==> src/rtl/ltrd_pkg.sv <==
package ltrd_pkg;

    localparam int GEN_COUNT = 64;
    localparam int IDX_W     = 6;
    localparam int MULT_W    = 15;
    localparam int STATE_W   = 16;
    localparam int PRIME_W   = 16;
    localparam int FRAC_W    = 32;

    localparam int MUL_CNT_W = $clog2(MULT_W);
    localparam int DIV_CNT_W = $clog2(FRAC_W);

    localparam logic CMD_LOAD = 1'b0;
    localparam logic CMD_DRAW = 1'b1;

    // prime modulus of each generator, 46337 down to 45631
    localparam logic [PRIME_W-1:0] PRIME_TAB [GEN_COUNT] = '{
        16'd46337, 16'd46327, 16'd46309, 16'd46307, 16'd46301, 16'd46279, 16'd46273, 16'd46271,
        16'd46261, 16'd46237, 16'd46229, 16'd46219, 16'd46199, 16'd46187, 16'd46183, 16'd46181,
        16'd46171, 16'd46153, 16'd46147, 16'd46141, 16'd46133, 16'd46103, 16'd46099, 16'd46093,
        16'd46091, 16'd46073, 16'd46061, 16'd46051, 16'd46049, 16'd46027, 16'd46021, 16'd45989,
        16'd45979, 16'd45971, 16'd45959, 16'd45953, 16'd45949, 16'd45943, 16'd45893, 16'd45887,
        16'd45869, 16'd45863, 16'd45853, 16'd45841, 16'd45833, 16'd45827, 16'd45823, 16'd45821,
        16'd45817, 16'd45779, 16'd45767, 16'd45763, 16'd45757, 16'd45751, 16'd45737, 16'd45707,
        16'd45697, 16'd45691, 16'd45677, 16'd45673, 16'd45667, 16'd45659, 16'd45641, 16'd45631
    };

    typedef enum logic [2:0] {
        ST_IDLE,
        ST_IDX,
        ST_LOAD,
        ST_MUL,
        ST_DIV,
        ST_PUSH
    } t_state;

    typedef struct packed {
        logic                we_state;
        logic                we_mult;
        logic [IDX_W-1:0]    addr;
        logic [STATE_W-1:0]  state;
        logic [MULT_W-1:0]   mult;
    } t_tbl_wr;

endpackage

==> src/rtl/lehmer_table_random_draw.sv <==
// channel | handshake                  | beat
// in      | i_in_valid / o_in_stall    | i_cmd, i_entry_index, i_entry_multiplier, i_entry_state
// out     | o_out_valid / i_out_stall  | o_generator_index, o_new_state, o_modulus, o_fraction
//
// a load beat is written to the tables at once and the control stays idle
// a draw beat runs from accept to output valid through two table reads, 15 steps of
// the bit-serial modular multiplier, 32 steps of the shift-subtract fraction divider,
// a done strobe after each unit and one handoff; then the next beat can be taken
// one item is in work at a time; the output register frees the input side
// synchronous active-low reset clears the pointer and control, tables are not cleared
// a stalled output holds its beat; a finished draw waits until the register is free
module lehmer_table_random_draw (
    input  logic                         i_clk,
    input  logic                         i_rst_n,
    input  logic                         i_in_valid,
    output logic                         o_in_stall,
    input  logic                         i_cmd,
    input  logic [ltrd_pkg::IDX_W-1:0]   i_entry_index,
    input  logic [ltrd_pkg::MULT_W-1:0]  i_entry_multiplier,
    input  logic [ltrd_pkg::STATE_W-1:0] i_entry_state,
    output logic                         o_out_valid,
    input  logic                         i_out_stall,
    output logic [ltrd_pkg::IDX_W-1:0]   o_generator_index,
    output logic [ltrd_pkg::STATE_W-1:0] o_new_state,
    output logic [ltrd_pkg::PRIME_W-1:0] o_modulus,
    output logic [ltrd_pkg::FRAC_W-1:0]  o_fraction
);
    import ltrd_pkg::*;

    t_state              r_state;
    t_state              n_state;

    logic [IDX_W-1:0]    r_ptr;
    logic [IDX_W-1:0]    r_idx;
    logic [PRIME_W-1:0]  r_prime;

    logic                r_o_valid;
    logic [IDX_W-1:0]    r_o_idx;
    logic [STATE_W-1:0]  r_o_state;
    logic [PRIME_W-1:0]  r_o_prime;
    logic [FRAC_W-1:0]   r_o_frac;

    logic                w_in_acc;
    logic                w_load_ok;
    logic                w_push;
    t_tbl_wr             w_wr;
    logic [IDX_W-1:0]    w_rd_addr;
    logic [STATE_W-1:0]  w_rd_state;
    logic [MULT_W-1:0]   w_rd_mult;
    logic                w_mul_start;
    logic                w_mul_done;
    logic [STATE_W-1:0]  w_mul_result;
    logic                w_div_start;
    logic                w_div_done;
    logic [FRAC_W-1:0]   w_div_quot;

    assign w_in_acc  = i_in_valid && (r_state == ST_IDLE);
    assign w_load_ok = (int'(i_entry_index) < GEN_COUNT);
    assign w_push    = (r_state == ST_PUSH) && (!r_o_valid || !i_out_stall);

    ltrd_table u_table (
        .i_clk      (i_clk),
        .i_wr       (w_wr),
        .i_rd_addr  (w_rd_addr),
        .o_rd_state (w_rd_state),
        .o_rd_mult  (w_rd_mult)
    );

    ltrd_modmul u_modmul (
        .i_clk    (i_clk),
        .i_rst_n  (i_rst_n),
        .i_start  (w_mul_start),
        .i_state  (w_rd_state),
        .i_mult   (w_rd_mult),
        .i_prime  (r_prime),
        .o_done   (w_mul_done),
        .o_result (w_mul_result)
    );

    ltrd_fracdiv u_fracdiv (
        .i_clk   (i_clk),
        .i_rst_n (i_rst_n),
        .i_start (w_div_start),
        .i_num   (w_mul_result),
        .i_prime (r_prime),
        .o_done  (w_div_done),
        .o_quot  (w_div_quot)
    );

    always_ff @(posedge i_clk) begin
        if (!i_rst_n) begin
            r_state <= ST_IDLE;
        end else begin
            r_state <= n_state;
        end
    end

    always_comb begin
        n_state     = r_state;
        o_in_stall  = 1'b1;
        w_rd_addr   = r_ptr;
        w_mul_start = 1'b0;
        w_div_start = 1'b0;
        w_wr        = '0;
        case (r_state)
            ST_IDLE: begin
                o_in_stall = 1'b0;
                if (w_in_acc) begin
                    if (i_cmd == CMD_DRAW) begin
                        n_state = ST_IDX;
                    end else if (w_load_ok) begin
                        w_wr.we_state = 1'b1;
                        w_wr.we_mult  = 1'b1;
                        w_wr.addr     = i_entry_index;
                        w_wr.state    = i_entry_state;
                        w_wr.mult     = i_entry_multiplier;
                    end
                end
            end
            ST_IDX: begin
                // state at the pointer, mod the generator count, picks the entry
                w_rd_addr = w_rd_state[IDX_W-1:0];
                n_state   = ST_LOAD;
            end
            ST_LOAD: begin
                w_mul_start = 1'b1;
                n_state     = ST_MUL;
            end
            ST_MUL: begin
                if (w_mul_done) begin
                    w_wr.we_state = 1'b1;
                    w_wr.addr     = r_idx;
                    w_wr.state    = w_mul_result;
                    w_div_start   = 1'b1;
                    n_state       = ST_DIV;
                end
            end
            ST_DIV: begin
                if (w_div_done) begin
                    n_state = ST_PUSH;
                end
            end
            ST_PUSH: begin
                if (w_push) begin
                    n_state = ST_IDLE;
                end
            end
            default: begin
                n_state = ST_IDLE;
            end
        endcase
    end

    always_ff @(posedge i_clk) begin
        if (!i_rst_n) begin
            r_ptr <= '0;
        end else if (w_in_acc && (i_cmd == CMD_LOAD) && w_load_ok) begin
            r_ptr <= '0;
        end else if ((r_state == ST_MUL) && w_mul_done) begin
            r_ptr <= r_idx;
        end
    end

    always_ff @(posedge i_clk) begin
        if (r_state == ST_IDX) begin
            r_idx   <= w_rd_state[IDX_W-1:0];
            r_prime <= PRIME_TAB[w_rd_state[IDX_W-1:0]];
        end
    end

    always_ff @(posedge i_clk) begin
        if (!i_rst_n) begin
            r_o_valid <= 1'b0;
        end else if (w_push) begin
            r_o_valid <= 1'b1;
        end else if (!i_out_stall) begin
            r_o_valid <= 1'b0;
        end
    end

    always_ff @(posedge i_clk) begin
        if (w_push) begin
            r_o_idx   <= r_idx;
            r_o_state <= w_mul_result;
            r_o_prime <= r_prime;
            r_o_frac  <= w_div_quot;
        end
    end

    assign o_out_valid       = r_o_valid;
    assign o_generator_index = r_o_idx;
    assign o_new_state       = r_o_state;
    assign o_modulus         = r_o_prime;
    assign o_fraction        = r_o_frac;

endmodule

==> src/rtl/ltrd_table.sv <==
module ltrd_table (
    input  logic                     i_clk,
    input  ltrd_pkg::t_tbl_wr        i_wr,
    input  logic [ltrd_pkg::IDX_W-1:0]   i_rd_addr,
    output logic [ltrd_pkg::STATE_W-1:0] o_rd_state,
    output logic [ltrd_pkg::MULT_W-1:0]  o_rd_mult
);
    import ltrd_pkg::*;

    logic [STATE_W-1:0] r_state_mem [GEN_COUNT];
    logic [MULT_W-1:0]  r_mult_mem  [GEN_COUNT];

    always_ff @(posedge i_clk) begin
        if (i_wr.we_state) begin
            r_state_mem[i_wr.addr] <= i_wr.state;
        end
        if (i_wr.we_mult) begin
            r_mult_mem[i_wr.addr] <= i_wr.mult;
        end
        o_rd_state <= r_state_mem[i_rd_addr];
        o_rd_mult  <= r_mult_mem[i_rd_addr];
    end

endmodule

==> src/rtl/ltrd_modmul.sv <==
module ltrd_modmul (
    input  logic                         i_clk,
    input  logic                         i_rst_n,
    input  logic                         i_start,
    input  logic [ltrd_pkg::STATE_W-1:0] i_state,
    input  logic [ltrd_pkg::MULT_W-1:0]  i_mult,
    input  logic [ltrd_pkg::PRIME_W-1:0] i_prime,
    output logic                         o_done,
    output logic [ltrd_pkg::STATE_W-1:0] o_result
);
    import ltrd_pkg::*;

    logic                 r_busy;
    logic                 r_done;
    logic [MUL_CNT_W-1:0] r_cnt;
    logic [MULT_W-1:0]    r_mshift;
    logic [STATE_W-1:0]   r_s;
    logic [PRIME_W-1:0]   r_p;
    logic [STATE_W-1:0]   r_acc;

    logic [STATE_W+1:0]   w_t;
    logic [STATE_W+1:0]   w_p1;
    logic [STATE_W+1:0]   w_p2;
    logic [STATE_W+1:0]   w_red;

    // acc and s stay below p, so 2*acc + s is below 3p
    always_comb begin
        w_p1 = {2'b00, r_p};
        w_p2 = {1'b0, r_p, 1'b0};
        w_t  = {1'b0, r_acc, 1'b0}
             + {2'b00, (r_mshift[MULT_W-1] ? r_s : {STATE_W{1'b0}})};
        if (w_t >= w_p2) begin
            w_red = w_t - w_p2;
        end else if (w_t >= w_p1) begin
            w_red = w_t - w_p1;
        end else begin
            w_red = w_t;
        end
    end

    always_ff @(posedge i_clk) begin
        if (!i_rst_n) begin
            r_busy <= 1'b0;
            r_done <= 1'b0;
            r_cnt  <= '0;
        end else begin
            r_done <= 1'b0;
            if (i_start) begin
                r_busy <= 1'b1;
                r_cnt  <= '0;
            end else if (r_busy) begin
                r_cnt <= r_cnt + 1'b1;
                if (r_cnt == MUL_CNT_W'(MULT_W - 1)) begin
                    r_busy <= 1'b0;
                    r_done <= 1'b1;
                end
            end
        end
    end

    always_ff @(posedge i_clk) begin
        if (i_start) begin
            // a loaded state may exceed p, one subtract brings it below
            r_s      <= (i_state >= i_prime) ? i_state - i_prime : i_state;
            r_p      <= i_prime;
            r_mshift <= i_mult;
            r_acc    <= '0;
        end else if (r_busy) begin
            r_mshift <= {r_mshift[MULT_W-2:0], 1'b0};
            r_acc    <= w_red[STATE_W-1:0];
        end
    end

    assign o_done   = r_done;
    assign o_result = r_acc;

endmodule

==> src/rtl/ltrd_fracdiv.sv <==
module ltrd_fracdiv (
    input  logic                         i_clk,
    input  logic                         i_rst_n,
    input  logic                         i_start,
    input  logic [ltrd_pkg::STATE_W-1:0] i_num,
    input  logic [ltrd_pkg::PRIME_W-1:0] i_prime,
    output logic                         o_done,
    output logic [ltrd_pkg::FRAC_W-1:0]  o_quot
);
    import ltrd_pkg::*;

    logic                 r_busy;
    logic                 r_done;
    logic [DIV_CNT_W-1:0] r_cnt;
    logic [PRIME_W-1:0]   r_p;
    logic [STATE_W-1:0]   r_rem;
    logic [FRAC_W-1:0]    r_q;

    logic [STATE_W:0]     w_t;
    logic [STATE_W:0]     w_diff;
    logic                 w_ge;

    // numerator is below p, so the remainder stays in 16 bits
    always_comb begin
        w_t    = {r_rem, 1'b0};
        w_ge   = (w_t >= {1'b0, r_p});
        w_diff = w_t - {1'b0, r_p};
    end

    always_ff @(posedge i_clk) begin
        if (!i_rst_n) begin
            r_busy <= 1'b0;
            r_done <= 1'b0;
            r_cnt  <= '0;
        end else begin
            r_done <= 1'b0;
            if (i_start) begin
                r_busy <= 1'b1;
                r_cnt  <= '0;
            end else if (r_busy) begin
                r_cnt <= r_cnt + 1'b1;
                if (r_cnt == DIV_CNT_W'(FRAC_W - 1)) begin
                    r_busy <= 1'b0;
                    r_done <= 1'b1;
                end
            end
        end
    end

    always_ff @(posedge i_clk) begin
        if (i_start) begin
            r_rem <= i_num;
            r_p   <= i_prime;
            r_q   <= '0;
        end else if (r_busy) begin
            r_rem <= w_ge ? w_diff[STATE_W-1:0] : w_t[STATE_W-1:0];
            r_q   <= {r_q[FRAC_W-2:0], w_ge};
        end
    end

    assign o_done = r_done;
    assign o_quot = r_q;

endmodule
==> config.mk <==
export PLATFORM = sky130hd
export DESIGN_NAME = lehmer_table_random_draw
export DESIGN_NICKNAME = d
export VERILOG_FILES = /design/src/rtl/ltrd_pkg.sv /design/src/rtl/lehmer_table_random_draw.sv /design/src/rtl/ltrd_table.sv /design/src/rtl/ltrd_modmul.sv /design/src/rtl/ltrd_fracdiv.sv
export SDC_FILE = /design/constraint.sdc
export NUM_CORES = 2
export LEC_CHECK = 0
export BUFFER_PORTS_ARGS = -buffer_cell sky130_fd_sc_hd__buf_2
export CORE_ASPECT_RATIO = 1.5
export CORE_MARGIN = 2
export CORE_UTILIZATION = 40
export CTS_CLUSTER_SIZE = 10
export DETAILED_ROUTE_END_ITERATION = 8
export GPL_ROUTABILITY_DRIVEN = 0
export SETUP_SLACK_MARGIN = 0.02
export SLEW_MARGIN = 20
export SYNTH_ARGS = -nofsm -noshare
export SYNTH_HDL_FRONTEND = slang
export SYNTH_SLANG_ARGS = --single-unit
==> constraint.sdc <==
create_clock -name i_clk -period 10.8 [get_ports i_clk]
set_clock_uncertainty 0.15 [all_clocks]
set_input_delay 1.08 -clock i_clk [delete_from_list [all_inputs] [get_ports i_clk]]
set_output_delay 1.08 -clock i_clk [all_outputs]
set_load 0.05 [all_outputs]
# Word level (Yosys, flattened, before mapping)
# Memory sizes are Yosys's and may differ from the RTL's. A register that Yosys moved wholly into a read port is not among the register bits.
# Cells that the tools add are included.
classes:
  addsub: 7
  magnitude_cmp: 4
  n_mux: 41
  eq_ne: 13
  bitwise_logic: 5
  n_reduce_logical: 16
op_table:
  columns: ["operator", "count"]
  rows:
  - ["16-bit 2-to-1 mux", 7]
  - ["39-bit 2-to-1 mux", 2]
  - ["16-bit subtractor", 4]
  - ["15-bit 2-to-1 mux", 3]
  - ["22-bit one-hot mux with 2 select lines", 1]
  - ["22-bit 2-to-1 mux", 1]
  - ["1-bit 2-to-1 mux", 19]
  - ["17-bit by 16-bit adder with 18-bit output", 1]
  - ["18-bit by 16-bit greater-or-equal comparator with 1-bit output", 1]
  - ["18-bit by 17-bit greater-or-equal comparator with 1-bit output", 1]
  - ["3-bit one-hot mux with 6 select lines", 1]
  - ["17-bit by 16-bit greater-or-equal comparator with 1-bit output", 1]
  - ["16-bit greater-or-equal comparator", 1]
  - ["3-bit 2-to-1 mux", 5]
  - ["6-bit inverter with 7-bit output", 1]
  - ["3-bit by 2-bit == test with 1-bit output (second input constant)", 2]
  - ["3-bit == test (second input constant)", 2]
  - ["6-bit 2-to-1 mux", 1]
  - ["2-bit by 1-bit inequality test with 1-bit output (second input constant)", 3]
  - ["2-bit inequality test (second input constant)", 3]
  - ["2-bit OR reduction", 3]
  - ["3-bit OR reduction", 2]
  - ["5-bit by 1-bit adder with 5-bit output (second input constant)", 1]
  - ["5-bit == test (second input constant)", 1]
  - ["other kinds (11)", 19]
word_totals:
  mem_bits_rw: 1984
  mem_bits_ro: 1024
  wordCells: 110
  register_bits: 226
  output_inout_bits: 72
  mem_count: 3
mem_list:
  columns: ["name", "depth", "width", "rd", "rd_ports_with_merged_regs", "wr", "line_no", "text"]
  rows:
  - ["(name not given)", 64, 16, 1, 1, 0, "lehmer_table_random_draw.sv:167", "r_prime <= PRIME_TAB[w_rd_state[IDX_W-1:0]];"]
  - ["u_table.r_state_mem", 64, 16, 1, 1, 1, "ltrd_table.sv:10", "logic [STATE_W-1:0] r_state_mem [GEN_COUNT];"]
  - ["u_table.r_mult_mem", 64, 15, 1, 1, 1, "ltrd_table.sv:11", "logic [MULT_W-1:0] r_mult_mem [GEN_COUNT];"]

# Depth between registers and ports, before layout
depth:
  word_depth: 6
  ltp_mapped: 19
  ltp_nobuf: 18

# Cells and area by module
# Synthesis repeated with hierarchy kept, for this count alone.
unflattened:
  cells_unflattened: 4715
  area_unflattened_um2: 90673.2
by_module_without_submodules:
  columns: ["module", "seq_area_each_um2", "n_inst", "area_each_um2", "cells_each"]
  rows:
  - ["ltrd_table", 60197.7, 1, 76738.6, 3392]
  - ["ltrd_modmul", 1851.8, 1, 6105.9, 633]
  - ["lehmer_table_random_draw", 2602.5, 1, 4255.3, 343]
  - ["ltrd_fracdiv", 1741.7, 1, 3573.4, 347]

# Least setup slack after synthesis
# No wires, ideal clock.
synth_timing:
  kind: "input -> register"
  from: "in i_out_stall"
  to: "reg r_o_frac[0] (netlist: o_fraction[0]) (enable)"
  slack_ps: 5932
  path_stages: 1
  setup_ps: 507
  t_required_ps: 10143
  arrival_ps: 4211
  n_path_buf: 0
  path_cell_list: "a21oi_1"
synth_between:
  elab_chain_cells: 3
synth_lines:
  columns: ["element", "line_no", "text"]
  rows:
  - ["start: declaration", "lehmer_table_random_draw.sv:22", "input logic i_out_stall,"]
  - ["1-bit logical NOT", null, null]
  - ["1-bit logical OR", "lehmer_table_random_draw.sv:59", "assign w_push = (r_state == ST_PUSH) && (!r_o_valid || !i_out_stall);"]
  - ["1-bit logical AND", "lehmer_table_random_draw.sv:59", null]
  - ["end signal: assignment", "lehmer_table_random_draw.sv:186", "r_o_frac <= w_div_quot;"]
  - ["end: declaration", "lehmer_table_random_draw.sv:41", "logic [FRAC_W-1:0] r_o_frac;"]
# No other way between the ends.
# A chain may end at the register's enable or synchronous reset.

# Worst setup path after layout
layout_timing:
  from: "reg r_state[0]"
  to: "reg u_table.o_rd_mult[11] (netlist name) (read register of u_table.r_mult_mem)"
layout_between:
  elab_chain_cells: 2
layout_lines:
  columns: ["element", "line_no", "text"]
  rows:
  - ["start: declaration", "lehmer_table_random_draw.sv:30", "t_state r_state;"]
  - ["start signal: assignment", "lehmer_table_random_draw.sv:94", "r_state <= n_state;"]
  - ["3-bit by 1-bit == test with 1-bit output", "lehmer_table_random_draw.sv:105", "case (r_state)"]
  - ["6-bit 2-to-1 mux", "lehmer_table_random_draw.sv:105", null]
  - ["end: declaration", "ltrd_table.sv:6", "output logic [ltrd_pkg::MULT_W-1:0] o_rd_mult"]
# No other way between the ends.

==> results_dict.tcl <==
set metrics [dict create \
    grtUsageTotal_pct 21.3 \
    syn-mean-instance-area_um2 12.6 \
    core_um2 228000 \
    setup_slack_ns 5.55 \
    critPathRequiredTime_ns 11.39 \
    grt_pass1_vias 58400 \
    grt_max_degree 182 \
    min_period_ns 5.25 \
    io_buffers 107 \
    nFillCells 20200 \
    syn_inst 7285 \
    post-dp-hpwl_um 144000 \
    dr.pass1.iters 8 \
    row_count 215 \
    vias 60100 \
    fin_cells 10500 \
    setup.worst_path.end "u_table.o_rd_mult[11]$_DFF_P_" \
    synth_seq_cells 2233 \
    syn_area_um2 91800 \
    route.detailed.drc 0 \
    cp-startpoint "r_state[0]$_SDFFE_PN0P_" \
    synthArstFlopShare_pct 0 \
    regArea_um2 66000 \
    synth_warnings 0 \
    postRouteAntennaNets 0 \
    area_delta_synth_final_pct 12.9 \
    timing.hold.ws_ns 0.309 \
    place_ws_ns 5.53 \
    post_cts_resized 0 \
    cts.sinks 2233 \
    ir_worst_vdd_uv 175 \
    yosysUniqueCellTypes 82 \
    cts_max_path_buffers 4 \
    hold_violations 0 \
    max_freq_mhz 191 \
    grt_pass1_wl_um 379000 \
    clockRootBuffer "clkbuf_16" \
    fin_nets 7503 \
    start_kind "register" \
    overflow 0 \
    run_status "finished, final reports clean" \
    regToRegStartpoint "r_state[0]$_SDFFE_PN0P_" \
    setup_tns_ns 0 \
    numCtsBuffers 266 \
    die_h_um 591 \
    dieArea_um2 233000 \
    layout_common_cells "nand2_1, edfxtp_1, nand3_1, a311oi_1, clkbuf_16" \
    yosysSeqAreaShare_pct 71.9 \
    setup_viol 0 \
    criticalPathCategory "reg2reg" \
    holdBufCountCts 0 \
    cts_htree_levels 5 \
    cap_violations 0 \
    clk_latency_ns 0.83 \
    worstRegToRegCells 12 \
    final_area_um2 104000 \
    wl_per_cell_um 24.3 \
    initial_utilization_pct 40.2 \
    layout-drive-gt1-share_pct 9.59 \
    relSlewSlack_pct 16.4 \
    synth_ff_type "edfxtp_1" \
    powerDensity_nw_per_um2 236 \
    multi_input_area_um2 23700 \
    vias_per_cell 5.70 \
    drt-total-wl_um 256000 \
    end_kind "register" \
    arrival_ns 5.84 \
    path_max_fanout 136 \
    worst_pin_slew_ns 1.25 \
    grt_antenna_before_repair 5 \
    power.leakage_uw 0.0360 \
    ios 114 \
    hold_path.class "reg2reg" \
    cts_tree "done" \
    r2r_slack_ns 5.55 \
    drv_slew 0 \
    synth_enable_flop_cells 2131 \
    finalCritPeriodShare_pct 48.6 \
    rsz0062_at_grt "no" \
    placed_cells 10200 \
    r2r-end "u_table.o_rd_mult[11]$_DFF_P_" \
    drtIter0Drc 6011 \
    post-cts-setup-buffers 0 \
    die_x_um 395 \
    post_dp_cell_area_um2 96100 \
    mostFrequentLayoutCell "nand2_1" \
    clk_pin_slew_ns 0.06 \
]
==> worst max-delay path, stage by stage, from the launching register on <==
cell	delay, ns
dfxtp_1	0.47
nor3b_2	0.21
buf_4	0.44
mux2_8	0.73
buf_12	0.49
buf_4	0.65
nand2_1	0.10
and3_1	0.20
a311oi_1	0.30
a31oi_1	0.13
a21oi_1	0.65
a21oi_1	0.32
a21oi_1	0.23
==> registers in the layout (all words and copies together), names as in the netlist, 32 cells and up <==
signal and count:
u_table.r_state_mem 1024, u_table.r_mult_mem 960, o_fraction 32, u_fracdiv.o_quot 32
==> cell type report <==
| class | count | share of cell area [%] |
|---|---|---|
| Multi-Input combinational cell | 4491 | 22.8 |
| Sequential cell | 2233 | 63.7 |
| Clock buffer | 382 | 7.10 |
| Clock inverter | 11 | 0.146 |
| Tap cell | 3038 | 3.67 |
| Inverter | 64 | 0.232 |
| Antenna cell | 2 | 0.00483 |
| Timing Repair Buffer | 327 | 2.30 |
==> metal layers <==
layer,track usage [%],vias to the layer above,wire [um]
met2,36.3,2501,127000
met5,0,-,13
met3,2.65,467,16700
li1,-,26900,-
met1,27.1,30200,100000
met4,10.2,2,12400
==> cells in the mapped netlist (all sizes together), types with 17 or more instances <==
cell type | count | share of area [%]
a211oi | 106 | 0.87
nor2 | 240 | 0.98
mux2 | 17 | 0.21
nor3 | 49 | 0.27
and3 | 254 | 1.7
xnor2 | 39 | 0.39
nand3 | 520 | 2.8
clkbuf | 355 | 1.5
and2 | 34 | 0.23
inv | 62 | 0.25
a31oi | 138 | 0.95
ha | 73 | 1.0
xor2 | 23 | 0.23
a311oi | 374 | 3.6
a21oi | 192 | 1.1
buf | 145 | 0.79
dfxtp | 102 | 2.2
edfxtp | 2131 | 70
o21ai | 57 | 0.31
nand2 | 2143 | 8.8
mux2i | 52 | 0.57
==> worst min-delay path by stage <==
stage	start	endpoint	slack [ns]	cells past startpoint
4_1_cts	u_fracdiv.o_quot[13]$_SDFFE_PP0P_	o_fraction[13]$_DFFE_PP_	0.31	0
3_5_place_dp	u_fracdiv.o_quot[8]$_SDFFE_PP0P_	o_fraction[8]$_DFFE_PP_	0.30	0
6_report	u_fracdiv.o_quot[20]$_SDFFE_PP0P_	o_fraction[20]$_DFFE_PP_	0.31	0
5_1_grt	u_fracdiv.o_quot[12]$_SDFFE_PP0P_	o_fraction[12]$_DFFE_PP_	0.32	0
2_1_floorplan	u_fracdiv.o_quot[31]$_SDFFE_PP0P_	o_fraction[31]$_DFFE_PP_	0.26	0
3_3_place_gp	u_fracdiv.o_quot[11]$_SDFFE_PP0P_	o_fraction[11]$_DFFE_PP_	0.29	0
==> metrics by stage <==
stage                     total power [uW]  util (%)
after global placement               16500      42.1
after CTS                            24600      45.4
after detailed placement             16600      42.1
final                                24500      45.4
after floorplan                      14400         -
after global routing                 25400      45.4
==> kinds of logic after synthesis <==
family | count (synthesis) | synth area share [%]
simple gates | 3302 | 15.3
flops | 2233 | 71.9
compound gates | 974 | 7.76
buf+inv | 565 | 2.51
fa+ha+maj | 78 | 1.10
mux | 69 | 0.776
xor+xnor | 62 | 0.616
other cells | 2 | 0.00818
==> where the power goes <==
group	internal [uW]	switching, uW
Sequential	9900	262
Clock	4700	3290
Combinational	1930	4380
Total	16500	7930
Note: power is estimated with default switching activity, not from simulation.
